[config.mk]
export PLATFORM = sky130hd
export DESIGN_NAME = rs485_frame_deframer_crc_check_core_flat
export DESIGN_NICKNAME = d
export VERILOG_FILES = /design/src/hw/rtl/rsdf_pkg.sv /design/src/hw/rtl/rsdf_channel_if.sv /design/src/hw/rtl/rsdf_parser.sv /design/src/hw/rtl/rs485_frame_deframer_crc_check_core.sv /design/src/flat_wrapper.sv
export VERILOG_INCLUDE_DIRS = /design/src /design/src/hw/rtl
export SDC_FILE = /design/constraint.sdc
export NUM_CORES = 1
export LEC_CHECK = 0
export ABC_CLOCK_PERIOD_IN_PS = 7600
export BUFFER_PORTS_ARGS = -buffer_cell sky130_fd_sc_hd__buf_4
export CAP_MARGIN = 10
export CORE_MARGIN = 3
export CORE_UTILIZATION = 30
export CTS_CLUSTER_DIAMETER = 150
export CTS_CLUSTER_SIZE = 14
export DETAILED_ROUTE_END_ITERATION = 10
export SYNTH_ARGS = -nofsm -noshare
export SYNTH_HDL_FRONTEND = slang
export SYNTH_HIERARCHICAL = 1
export SYNTH_SLANG_ARGS = --single-unit
[constraint.sdc]
create_clock -name clock -period 7.6 [get_ports clock]
set_clock_uncertainty 0.1 [all_clocks]
set_input_delay 0.38 -clock clock [delete_from_list [all_inputs] [get_ports clock]]
set_output_delay 0.38 -clock clock [all_outputs]
set_load 0.01 [all_outputs]
[src/hw/rtl/rs485_frame_deframer_crc_check_core_defines.svh]
// Assertion macros shared by the deframer RTL.
`ifndef RS485_FRAME_DEFRAMER_CRC_CHECK_CORE_DEFINES_SVH
`define RS485_FRAME_DEFRAMER_CRC_CHECK_CORE_DEFINES_SVH

`ifndef SYNTHESIS
`define RSDF_ASSERT_IMPL(label, clk, rst, ante, cons) \
   label: assert property (@(posedge clk) disable iff (rst) (ante) |-> (cons)) \
      else $error("deframer assertion failed");
`define RSDF_ASSERT_NEXT(label, clk, rst, ante, cons) \
   label: assert property (@(posedge clk) disable iff (rst) (ante) |=> (cons)) \
      else $error("deframer assertion failed");
`else
`define RSDF_ASSERT_IMPL(label, clk, rst, ante, cons)
`define RSDF_ASSERT_NEXT(label, clk, rst, ante, cons)
`endif

`endif

[src/hw/rtl/rsdf_pkg.sv]
package rsdf_pkg;

   localparam int ID_BYTES_DEF         = 16;
   localparam int FAULT_SCAN_BYTES_DEF = 16;

   localparam int CSR_WIDTH = 16;

   localparam logic [1:0] CSR_HEADER     = 2'd0;
   localparam logic [1:0] CSR_MIN_LEN    = 2'd1;
   localparam logic [1:0] CSR_FAULT_ADDR = 2'd2;
   localparam logic [1:0] CSR_FORCE      = 2'd3;

   localparam logic [7:0]  HEADER_RST     = 8'hAA;
   localparam logic [7:0]  MIN_LEN_RST    = 8'd15;
   localparam logic [15:0] FAULT_ADDR_RST = 16'h0090;

   localparam logic [15:0] CRC_POLY = 16'hA001;
   localparam logic [15:0] CRC_INIT = 16'hFFFF;

   localparam logic [3:0]  GLITCH_NIBBLE = 4'hF;
   localparam logic [15:0] COUNT_MAX     = 16'hFFFF;

   typedef enum logic [2:0] {
      ST_OK       = 3'd0,
      ST_GLITCH   = 3'd1,
      ST_SHORT    = 3'd2,
      ST_NOHEADER = 3'd3,
      ST_TRUNC    = 3'd4,
      ST_CRCERR   = 3'd5
   } status_type;

   typedef enum logic [2:0] {
      PH_HUNT     = 3'd0,
      PH_ID       = 3'd1,
      PH_FIELDS   = 3'd2,
      PH_PAYLOAD  = 3'd3,
      PH_CRC_LO   = 3'd4,
      PH_CRC_HI   = 3'd5,
      PH_DONE_OK  = 3'd6,
      PH_DONE_BAD = 3'd7
   } phase_type;

   typedef struct packed {
      logic [7:0]  header_byte;
      logic [7:0]  min_chunk_len;
      logic [15:0] fault_address;
      logic        force_forward;
   } cfg_type;

   typedef struct packed {
      status_type  status;
      logic [7:0]  command;
      logic [15:0] reg_address;
      logic [7:0]  data_length;
      logic        payload_nonzero;
      logic        forward;
   } result_type;

   function automatic logic [15:0] crc16_byte(input logic [15:0] crc, input logic [7:0] b);
      logic [15:0] c;
      c = crc ^ {8'h00, b};
      for (int i = 0; i < 8; i++) begin
         if (c[0]) begin
            c = (c >> 1) ^ CRC_POLY;
         end else begin
            c = c >> 1;
         end
      end
      return c;
   endfunction

endpackage

[src/hw/rtl/rsdf_channel_if.sv]
interface rsdf_req_if;
   logic       valid;
   logic       ready;
   logic [7:0] rx_byte;
   logic       end_of_chunk;

   modport source (output valid, output rx_byte, output end_of_chunk, input ready);
   modport sink   (input valid, input rx_byte, input end_of_chunk, output ready);
endinterface

interface rsdf_rsp_if;
   import rsdf_pkg::*;
   logic        valid;
   logic        ready;
   status_type  status;
   logic [7:0]  command;
   logic [15:0] reg_address;
   logic [7:0]  data_length;
   logic        payload_nonzero;
   logic        forward;

   modport source (output valid, output status, output command, output reg_address,
                   output data_length, output payload_nonzero, output forward,
                   input ready);
   modport sink   (input valid, input status, input command, input reg_address,
                   input data_length, input payload_nonzero, input forward,
                   output ready);
endinterface

[src/hw/rtl/rsdf_parser.sv]
module rsdf_parser #(
   parameter int ID_BYTES         = rsdf_pkg::ID_BYTES_DEF,
   parameter int FAULT_SCAN_BYTES = rsdf_pkg::FAULT_SCAN_BYTES_DEF
) (
   input  logic                 clock,
   input  logic                 reset,
   input  logic                 take,
   input  logic [7:0]           rx_byte,
   input  logic                 end_of_chunk,
   input  rsdf_pkg::cfg_type    cfg,
   output logic                 done,
   output rsdf_pkg::result_type result
);
   import rsdf_pkg::*;

   localparam logic [4:0] ID_LIM   = 5'(ID_BYTES);
   localparam logic [4:0] POS_ADDR_HI = 5'd1;
   localparam logic [4:0] POS_ADDR_LO = 5'd2;
   localparam logic [4:0] POS_CMD  = 5'd0;
   localparam logic [8:0] SCAN_LIM = 9'(FAULT_SCAN_BYTES);

   phase_type   phase_ff, phase_in;
   logic [15:0] count_ff, count_in;
   logic [4:0]  pos_ff, pos_in;
   logic [7:0]  cmd_ff, cmd_in;
   logic [15:0] addr_ff, addr_in;
   logic [7:0]  len_ff, len_in;
   logic [7:0]  left_ff, left_in;
   logic [15:0] crc_ff, crc_in;
   logic [7:0]  crc_low_ff, crc_low_in;
   logic        nz_ff, nz_in;
   logic        glitch_ff, glitch_in;

   logic [4:0]  pos_inc;
   logic [15:0] crc_step;
   logic [7:0]  pay_idx;
   status_type  status;

   assign pos_inc  = pos_ff + 5'd1;
   assign crc_step = crc16_byte((phase_ff == PH_HUNT) ? CRC_INIT : crc_ff, rx_byte);
   assign pay_idx  = len_ff - left_ff;

   always_comb begin
      phase_in = phase_ff;
      unique case (phase_ff)
         PH_HUNT: begin
            if (rx_byte == cfg.header_byte) begin
               phase_in = (ID_BYTES == 0) ? PH_FIELDS : PH_ID;
            end
         end
         PH_ID: begin
            if (pos_inc >= ID_LIM) begin
               phase_in = PH_FIELDS;
            end
         end
         PH_FIELDS: begin
            if (pos_ff > POS_ADDR_LO) begin
               phase_in = (rx_byte == 8'd0) ? PH_CRC_LO : PH_PAYLOAD;
            end
         end
         PH_PAYLOAD: begin
            if (left_ff == 8'd1) begin
               phase_in = PH_CRC_LO;
            end
         end
         PH_CRC_LO: phase_in = PH_CRC_HI;
         PH_CRC_HI: phase_in = ({rx_byte, crc_low_ff} == crc_ff) ? PH_DONE_OK : PH_DONE_BAD;
         PH_DONE_OK: phase_in = phase_ff;
         PH_DONE_BAD: phase_in = phase_ff;
      endcase
   end

   always_comb begin
      pos_in     = pos_ff;
      cmd_in     = cmd_ff;
      addr_in    = addr_ff;
      len_in     = len_ff;
      left_in    = left_ff;
      crc_in     = crc_ff;
      crc_low_in = crc_low_ff;
      nz_in      = nz_ff;
      unique case (phase_ff)
         PH_HUNT: begin
            if (rx_byte == cfg.header_byte) begin
               crc_in = crc_step;
               pos_in = 5'd0;
            end
         end
         PH_ID: begin
            crc_in = crc_step;
            pos_in = (pos_inc >= ID_LIM) ? 5'd0 : pos_inc;
         end
         PH_FIELDS: begin
            crc_in = crc_step;
            pos_in = pos_inc;
            priority if (pos_ff == POS_CMD) begin
               cmd_in = rx_byte;
            end else if (pos_ff == POS_ADDR_HI) begin
               addr_in = {rx_byte, 8'h00};
            end else if (pos_ff == POS_ADDR_LO) begin
               addr_in = addr_ff | {8'h00, rx_byte};
            end else begin
               len_in  = rx_byte;
               left_in = rx_byte;
            end
         end
         PH_PAYLOAD: begin
            crc_in  = crc_step;
            left_in = left_ff - 8'd1;
            if (({1'b0, pay_idx} < SCAN_LIM) && (rx_byte != 8'd0)) begin
               nz_in = 1'b1;
            end
         end
         PH_CRC_LO: crc_low_in = rx_byte;
         PH_CRC_HI, PH_DONE_OK, PH_DONE_BAD: begin
         end
      endcase

      glitch_in = (count_ff == 16'd0) ? (rx_byte[7:4] == GLITCH_NIBBLE) : glitch_ff;
      count_in  = (count_ff == COUNT_MAX) ? count_ff : count_ff + 16'd1;

      priority if ((count_in == 16'd1) && glitch_in) begin
         status = ST_GLITCH;
      end else if (count_in < {8'h00, cfg.min_chunk_len}) begin
         status = ST_SHORT;
      end else if (phase_in == PH_HUNT) begin
         status = ST_NOHEADER;
      end else if (phase_in == PH_DONE_OK) begin
         status = ST_OK;
      end else if (phase_in == PH_DONE_BAD) begin
         status = ST_CRCERR;
      end else begin
         status = ST_TRUNC;
      end

      result = '0;
      result.status = status;
      if (status == ST_OK) begin
         result.command         = cmd_in;
         result.reg_address     = addr_in;
         result.data_length     = len_in;
         result.payload_nonzero = nz_in;
         result.forward = cfg.force_forward || (addr_in != cfg.fault_address) || nz_in;
      end
   end

   assign done = take && end_of_chunk;

   always_ff @(posedge clock) begin
      if (reset || done) begin
         phase_ff   <= PH_HUNT;
         count_ff   <= '0;
         pos_ff     <= '0;
         cmd_ff     <= '0;
         addr_ff    <= '0;
         len_ff     <= '0;
         left_ff    <= '0;
         crc_ff     <= CRC_INIT;
         crc_low_ff <= '0;
         nz_ff      <= 1'b0;
         glitch_ff  <= 1'b0;
      end else if (take) begin
         phase_ff   <= phase_in;
         count_ff   <= count_in;
         pos_ff     <= pos_in;
         cmd_ff     <= cmd_in;
         addr_ff    <= addr_in;
         len_ff     <= len_in;
         left_ff    <= left_in;
         crc_ff     <= crc_in;
         crc_low_ff <= crc_low_in;
         nz_ff      <= nz_in;
         glitch_ff  <= glitch_in;
      end
   end

endmodule

[src/hw/rtl/rs485_frame_deframer_crc_check_core.sv]
// Channel   Dir  Beat
// req_bus   in   one received byte plus end-of-chunk mark
// rsp_bus   out  one frame report (status, fields, forward) per chunk end
// csr_*     in   register write: csr_index selects, csr_wdata carries value
//
// The CRC-16 update of a whole byte is done in the same cycle as the parse step, so
// a byte may follow in every cycle while req_bus is not stalled.
// The report appears in the cycle after the last byte of a chunk is taken and sits
// in a result register until taken; req_bus stalls only while that register is
// full and not being taken. Synchronous reset clears the parser and rsp_bus.valid and reloads the CSR defaults.
`include "rs485_frame_deframer_crc_check_core_defines.svh"

module rs485_frame_deframer_crc_check_core #(
   parameter int ID_BYTES         = rsdf_pkg::ID_BYTES_DEF,
   parameter int FAULT_SCAN_BYTES = rsdf_pkg::FAULT_SCAN_BYTES_DEF
) (
   input logic                           clock,
   input logic                           reset,
   rsdf_req_if.sink                      req_bus,
   rsdf_rsp_if.source                    rsp_bus,
   input logic                           csr_we,
   input logic [1:0]                     csr_index,
   input logic [rsdf_pkg::CSR_WIDTH-1:0] csr_wdata
);
   import rsdf_pkg::*;

   cfg_type    cfg_ff;
   logic       rsp_valid_ff, rsp_valid_in;
   result_type result_ff;
   result_type result;
   logic       take;
   logic       done;

   assign req_bus.ready = !rsp_valid_ff || rsp_bus.ready;
   assign take          = req_bus.valid && req_bus.ready;

   rsdf_parser #(
      .ID_BYTES         (ID_BYTES),
      .FAULT_SCAN_BYTES (FAULT_SCAN_BYTES)
   ) u_parser (
      .clock        (clock),
      .reset        (reset),
      .take         (take),
      .rx_byte      (req_bus.rx_byte),
      .end_of_chunk (req_bus.end_of_chunk),
      .cfg          (cfg_ff),
      .done         (done),
      .result       (result)
   );

   always_ff @(posedge clock) begin
      if (reset) begin
         cfg_ff.header_byte   <= HEADER_RST;
         cfg_ff.min_chunk_len <= MIN_LEN_RST;
         cfg_ff.fault_address <= FAULT_ADDR_RST;
         cfg_ff.force_forward <= 1'b0;
      end else if (csr_we) begin
         unique case (csr_index)
            CSR_HEADER:     cfg_ff.header_byte   <= csr_wdata[7:0];
            CSR_MIN_LEN:    cfg_ff.min_chunk_len <= csr_wdata[7:0];
            CSR_FAULT_ADDR: cfg_ff.fault_address <= csr_wdata[15:0];
            CSR_FORCE:      cfg_ff.force_forward <= csr_wdata[0];
         endcase
      end
   end

   always_comb begin
      rsp_valid_in = rsp_valid_ff;
      priority if (done) begin
         rsp_valid_in = 1'b1;
      end else if (rsp_bus.ready) begin
         rsp_valid_in = 1'b0;
      end
   end

   always_ff @(posedge clock) begin
      if (reset) begin
         rsp_valid_ff <= 1'b0;
      end else begin
         rsp_valid_ff <= rsp_valid_in;
      end
   end

   always_ff @(posedge clock) begin
      if (done) begin
         result_ff <= result;
      end
   end

   assign rsp_bus.valid           = rsp_valid_ff;
   assign rsp_bus.status          = result_ff.status;
   assign rsp_bus.command         = result_ff.command;
   assign rsp_bus.reg_address     = result_ff.reg_address;
   assign rsp_bus.data_length     = result_ff.data_length;
   assign rsp_bus.payload_nonzero = result_ff.payload_nonzero;
   assign rsp_bus.forward         = result_ff.forward;

   `RSDF_ASSERT_NEXT(a_chunk_end_reports, clock, reset, take && req_bus.end_of_chunk, rsp_bus.valid)
   `RSDF_ASSERT_IMPL(a_full_stalls_input, clock, reset, rsp_bus.valid && !rsp_bus.ready, !req_bus.ready)
   `RSDF_ASSERT_IMPL(a_forward_rule, clock, reset, rsp_bus.valid && rsp_bus.forward, (rsp_bus.status == ST_OK) && (cfg_ff.force_forward || rsp_bus.payload_nonzero || (rsp_bus.reg_address != cfg_ff.fault_address)))
   `RSDF_ASSERT_IMPL(a_failed_fields_zero, clock, reset, rsp_bus.valid && (rsp_bus.status != ST_OK), (rsp_bus.command == 8'd0) && (rsp_bus.reg_address == 16'd0) && !rsp_bus.forward)

endmodule
[src/flat_wrapper.sv]
// flat-port wrapper written by rule: the top's interface ports become plain ports
module rs485_frame_deframer_crc_check_core_flat import rsdf_pkg::*;
#(
   parameter int ID_BYTES         = rsdf_pkg::ID_BYTES_DEF,
   parameter int FAULT_SCAN_BYTES = rsdf_pkg::FAULT_SCAN_BYTES_DEF
)
  (clock, reset, csr_we, csr_index, csr_wdata, req_bus_valid, req_bus_rx_byte, req_bus_end_of_chunk, req_bus_ready, rsp_bus_valid, rsp_bus_status, rsp_bus_command, rsp_bus_reg_address, rsp_bus_data_length, rsp_bus_payload_nonzero, rsp_bus_forward, rsp_bus_ready);
  rsdf_req_if req_bus_i ();
  rsdf_rsp_if rsp_bus_i ();
  input logic clock;
  input logic reset;
  input logic csr_we;
  input logic [1:0] csr_index;
  input logic [rsdf_pkg::CSR_WIDTH-1:0] csr_wdata;
  input wire logic [$bits(req_bus_i.valid)-1:0] req_bus_valid;
  input wire logic [$bits(req_bus_i.rx_byte)-1:0] req_bus_rx_byte;
  input wire logic [$bits(req_bus_i.end_of_chunk)-1:0] req_bus_end_of_chunk;
  output wire logic [$bits(req_bus_i.ready)-1:0] req_bus_ready;
  output wire logic [$bits(rsp_bus_i.valid)-1:0] rsp_bus_valid;
  output wire logic [$bits(rsp_bus_i.status)-1:0] rsp_bus_status;
  output wire logic [$bits(rsp_bus_i.command)-1:0] rsp_bus_command;
  output wire logic [$bits(rsp_bus_i.reg_address)-1:0] rsp_bus_reg_address;
  output wire logic [$bits(rsp_bus_i.data_length)-1:0] rsp_bus_data_length;
  output wire logic [$bits(rsp_bus_i.payload_nonzero)-1:0] rsp_bus_payload_nonzero;
  output wire logic [$bits(rsp_bus_i.forward)-1:0] rsp_bus_forward;
  input wire logic [$bits(rsp_bus_i.ready)-1:0] rsp_bus_ready;
  assign req_bus_i.valid = req_bus_valid;
  assign req_bus_i.rx_byte = req_bus_rx_byte;
  assign req_bus_i.end_of_chunk = req_bus_end_of_chunk;
  assign req_bus_ready = req_bus_i.ready;
  assign rsp_bus_valid = rsp_bus_i.valid;
  assign rsp_bus_status = rsp_bus_i.status;
  assign rsp_bus_command = rsp_bus_i.command;
  assign rsp_bus_reg_address = rsp_bus_i.reg_address;
  assign rsp_bus_data_length = rsp_bus_i.data_length;
  assign rsp_bus_payload_nonzero = rsp_bus_i.payload_nonzero;
  assign rsp_bus_forward = rsp_bus_i.forward;
  assign rsp_bus_i.ready = rsp_bus_ready;
  rs485_frame_deframer_crc_check_core #(.ID_BYTES(ID_BYTES), .FAULT_SCAN_BYTES(FAULT_SCAN_BYTES)) u_core (.clock(clock), .reset(reset), .req_bus(req_bus_i), .rsp_bus(rsp_bus_i), .csr_we(csr_we), .csr_index(csr_index), .csr_wdata(csr_wdata));
endmodule
# Yosys cells after proc, flatten, opt, wreduce, memory -nomap -nowiden
# Cells that the tools add are included.
# totals
regBits	161
input_bits	32
output_inout_bits	39
wordCells	142
# op_classes
n_addsub	4
magnitude_cmp	4
eq_ne	25
mux	46
bitwise_logic	10
n_reduce_logical	31
# op_table
cell	n
$mux W16	15
$mux W8	9
$pmux W16 S2	1
$mux W3	9
$not A2 Y3	8
$pmux W3 S7	1
$eq A3 B3 Y1 const B	6
$add A16 B1 Y16 const B	1
$eq A16 B1 Y1 const B	1
$eq A16 B16 Y1	1
$eq A16 B16 Y1 const B	1
$logic_not A16 Y1	1
$lt A16 B8 Y1	1
$ne A16 B16 Y1	1
$or A16 B8 Y16	1
$pmux W8 S2	1
$xor A16 B8 Y16	1
$pmux W5 S3	1
$mux W5	2
$reduce_and A2 Y1	5
$logic_not A3 Y1	3
$eq A8 B1 Y1 const B	1
$eq A8 B8 Y1	1
$logic_not A8 Y1	1
28 further kinds	47

# Longest topological paths before layout
# depth
ltp_word	21
mapped_depth	16

# Hierarchy
# Netlist, hierarchy kept.
# by_module_without_submodules
module	n_inst	cells_per_inst	area_each_um2	seq_area_each_um2
rsdf_parser	1	833	6527.5	1801.7
rs485_frame_deframer_crc_check_core	1	180	2553.7	1791.7

# Worst setup path before layout
# No wires, ideal clock.
# synth_timing
path_kind	flip-flop to flip-flop
start	reg u_core.u_parser.count_ff[1]
end	reg u_core.result_ff, in the netlist u_core/rsp_bus.reg_address[15], data pin
setup_time_ps	262
arrival_ps	3314
setup_slack_ps	3924
path_stages_with_launch	16
synth_period_minus_slack_ps	3676
cell_sequence	dfxtp_1 ha_1 nand3_2 or4_1 buf_4 and3_1 xor2_1 ha_1 a21o_1 a21oi_1 o21ai_0 nor4_1 a2111o_1 buf_6 buf_12 nor2_4
# synth_between
elab_chain_cells	6
word_cells_on_any_way	11
classes_between	1 x add/sub; 1 x order compare; 2 x eq/ne; 4 x mux; 3 x reduce/logical
# synth_rtl
item	line_no	rtl
start, declared	rsdf_parser.sv:23	logic [15:0] count_ff, count_in;
start signal, assigned	rsdf_parser.sv:164	count_ff <= count_in;
$add A16 B1 Y16 or $eq A16 B16 Y1 (tied branches)	rsdf_parser.sv:120	count_in = (count_ff == COUNT_MAX) ? count_ff : count_ff + 16'd1;
$mux W16 (*)	rsdf_parser.sv:120	
net u_core.u_parser.count_in[5]	rsdf_parser.sv:23	
$lt A16 B8 Y1 or $eq A16 B1 Y1 (tied branches)	rsdf_parser.sv:124, rsdf_parser.sv:122	
$mux W3 or $logic_and A1 B1 Y1 (tied branches)	rsdf_parser.sv:124, rsdf_parser.sv:122	
$mux W3 (*)	rsdf_parser.sv:122	priority if ((count_in == 16'd1) && glitch_in) begin
$logic_not A3 Y1 (*)	rsdf_parser.sv:138	if (status == ST_OK) begin
end signal, assigned	rs485_frame_deframer_crc_check_core.sv:86	result_ff <= result;
end, declared	rs485_frame_deframer_crc_check_core.sv:29	result_type result_ff;
# Mark *: on every way through the listed nets, which the timed path passes. The rest lies on a longest branch.
# A chain may end at the register's enable or synchronous reset.

# Worst setup path after layout
# layout_timing
start	reg u_core.u_parser.count_ff[0]
end	reg u_core.result_ff, in the netlist u_core/rsp_bus.forward, data pin
# The elaborated chain is that of the path after synthesis.

==> qor.csv <==
stage,metric,value,unit
grt,initial antenna violation count,0,
detailed_routing,metal2 WL,9850,um
synthesis,Post-Synthesis Cells,1013,
outcome,status,finished clean,
power_and_ir_drop,VDD IR max,119,uV
detailed_routing,Metal-1 WL,11300,um
layout,area of the multi-input gates,0.00495,mm^2
floorplan,core area,0.0297,mm^2
detailed_routing,routed len/inst,15.6,um
clock_network,"Hold-fix buffers, CTS",0,
layout,FF+latch area,0.00359,mm^2
layout,antenna diode count,0,
clock_network,Clock Latency Late Sink,430,ps
sta,period utilization,63.3,%
sta,maximum clock frequency,0.208,GHz
sta,hold_ws,116,ps
layout,FILL cells,3045,
synthesis,syn avg cell area,8.96,um^2
sta,worst slew pin tran,965,ps
layout,nets,1085,
setup_path,Critical Path AT,4850,ps
sta,fin crit period,4810,ps
synthesis,synth unique cells,76,
floorplan,die span in y,180,um
detailed_routing,Starting DRT DRC Count,670,
synthesis,Synthesis Warnings,6,
place,DP HPWL,15400,um
detailed_routing,via count,7109,
clock_network,post-cts repair resize count,0,
sta,Slew HR,35.7,%
detailed_routing,post-route ant nets,0,
clock_network,clk sink count,161,
synthesis,asr flop ratio synth,0,%
worst_hold_path,HP Class,input pin to flip-flop,
setup_path,CP Launch Type,flip-flop,
grt,grt total ovfl,0,
clock_network,CTS H-tree lvls,4,
clock_network,Clock Tree Root,clkbuf_16,
setup_path,CP max FO,28,
synthesis,Main synth FF type,dfxtp_1,
detailed_routing,top routing layer in use,met4,
detailed_routing,vias per cell,4.95,
setup_path,worst setup path class,flip-flop to flip-flop,
synthesis,Post-synth EDFFs,37,
place,buffers added on ports,70,
sta,RSZ-0062 raised after global routing,no,
clock_network,Post-CTS Setup Bufs,0,
run,number of max-cap violations,0,
sta,Max Slew Vio Count,0,
synthesis,Post-Synthesis Net Count,1066,
detailed_routing,first-pass iteration count of the detailed router,5,
setup_path,CP Capture Type,flip-flop,
synthesis,synthesized cell area,0.00908,mm^2
sta,Final Hold Violating Endpoints,0,
clock_network,CTS tree,built,
layout,layout cells sized above 1,15.6,%
power_and_ir_drop,"Power, Total",1.94,mW
sta,number of endpoints failing setup at the final stage,0,
detailed_routing,Residual DRC,0,
clock_network,"CTS clk-pin slew, worst paths",70,ps
detailed_routing,total wire length,22500,um
grt,largest net degree at the start of global routing,65,
power_and_ir_drop,PwrDens,187,mW/mm^2
grt,first-pass GRT wire length,36000,um
floorplan,die area,0.0324,mm^2
sta,Setup TNS,0,ps
synthesis,Synth Register Bits,161,
layout,Area Overhead vs Synth,14.1,%
floorplan,Chip Width,180,um
grt,GRT Overall Usage,13.7,%
floorplan,Initial Utilization,30.6,%
synthesis,sequential fraction of the synthesis area,39.6,%
floorplan,Rows,63,
floorplan,I/O pin count,71,
power_and_ir_drop,Static Leak,3.80,nW
detailed_routing,DR WL met3,1140,um
clock_network,Num CTS Buffers,17,
place,placer congestion estimate,0.876,
setup_path,WP data required,7640,ps
clock_network,Max Buffers Root-to-Sink,2,
grt,vias in the first global route,6505,
per-stage QoR:
| stage | area, um^2 | instances | setup WS [ps] | utilization (%) |
|---|---|---|---|---|
| final | 10400 | 1435 | 2790 | 34.9 |
| after global routing | 10400 | 1435 | 2540 | 34.9 |
| after CTS | 10400 | 1435 | 2870 | 34.9 |
| after detailed placement | 9750 | 1403 | 2890 | 32.8 |
| after global placement | 9750 | 1403 | 2980 | 32.8 |
| after floorplan | 9080 | 1013 | 3920 | - |
flip-flops by register name, summed over array words and instances, names as in the netlist, 8 cells and up:
| signal | count |
|---|---|
| u_core/cfg_ff | 33 |
| u_core/rsp_bus.command | 8 |
| u_core/rsp_bus.data_length | 8 |
| u_core/rsp_bus.reg_address | 16 |
| u_core/u_parser/addr_ff | 16 |
| u_core/u_parser/cmd_ff | 8 |
| u_core/u_parser/count_ff | 16 |
| u_core/u_parser/crc_ff | 16 |
| u_core/u_parser/crc_low_ff | 8 |
| u_core/u_parser/left_ff | 8 |
| u_core/u_parser/len_ff | 8 |
cell type report:
cell class,instances,area share [%]
clock buffer,18,4.35
clock inverter,14,1.57
inverter,36,1.30
multi-input combinational,739,47.8
sequential,161,34.7
tap,390,4.71
timing repair buffer,77,5.58
path summary, 6_finish.rpt:
path         cells after the start                     endpoint                        start  slack [ps]
max                             13       u_core/rsp_bus.forward  u_core/u_parser/count_ff[0]        2790
min                              3             u_core/cfg_ff[5]                 csr_wdata[4]         120
min reg2reg                      2  u_core/u_parser/addr_ff[11]  u_core/u_parser/addr_ff[11]         360
max reg2reg                     13       u_core/rsp_bus.forward  u_core/u_parser/count_ff[0]        2790
placed cells by master (no fill, tap or decap), types with 3 or more instances in the layout:
cell and n:
dfxtp_1 124, nor2_1 115, nand2_1 80, buf_4 77
mux2i_1 75, a21oi_1 58, nand2b_1 45, xor2_1 44
xnor2_1 39, edfxtp_1 37, inv_1 36, nand3_1 35
o21ai_0 33, nor2_4 22, ha_1 21, clkbuf_16 18
nor3_1 16, nor4_1 12, o211ai_1 12, nand4_1 9
o22ai_1 9, a21oi_2 8, and3_1 7, a211oi_1 7
a31oi_1 7, nor2b_1 6, inv_6 4, or3_1 4
and2_1 4, inv_8 3, and2_2 3, or4_1 3
mux2_2 3, and4_1 3, a21o_1 3, nor3_2 3
or2_2 3, a22oi_1 3, a221oi_1 3
synthesized netlist by cell type, drive strengths merged (6+ instances only):
library cell	count	area share, %
buf	27	2.4
clkbuf	50	2.1
mux2i	75	8.3
nand2	81	3.4
edfxtp	37	12
a211oi	7	0.58
ha	21	2.9
and2	7	0.50
inv	36	1.5
nand2b	45	3.1
o21ai	33	1.8
xor2	44	4.2
nor2b	6	0.41
xnor2	39	3.8
nand3	36	2.0
a21oi	66	4.0
o22ai	9	0.62
o211ai	12	0.99
nor2	137	7.5
nor3	19	1.2
nand4	11	0.99
a31oi	7	0.48
nor4	14	1.2
and3	8	0.56
dfxtp	124	27
critical path, cell delays in order (launching register included):
cell and delay (ps):
dfxtp_1 490, ha_1 320, nand3_2 210, or4_1 760
and3_1 290, xor2_1 150, ha_1 310, a21o_1 160
a21oi_1 130, o21ai_0 120, nor4_1 410, a2111o_2 330
buf_4 610, a41oi_1 80
routing by layer:
layer	vias up	track usage, %
li1	3544	-
met1	3344	20.8
met2	203	20.1
met3	18	2.27
met4	0	3.34
met5	-	0
cell families (layout without fill, tap and decap cells):
group / Yosys count / after routing / share of synthesized area (%)
adder cells (fa/ha/maj): 21 / 21 / 2.89
AO/OA/AOI/OAI: 166 / 166 / 11.5
buffers and inverters: 113 / 145 / 5.95
AND/OR/NAND/NOR: 390 / 390 / 23.2
XOR/XNOR: 84 / 84 / 8.25
flip-flops: 161 / 161 / 39.6
multiplexers: 78 / 78 / 8.64
power breakdown:
group	switching [mW]	total (mW)	internal [mW]
Combinational	0.0845	0.144	0.0595
Sequential	0.0112	0.898	0.887
Clock	0.381	0.895	0.514
Total	0.477	1.94	1.46
(Power assumes the default switching activity.)
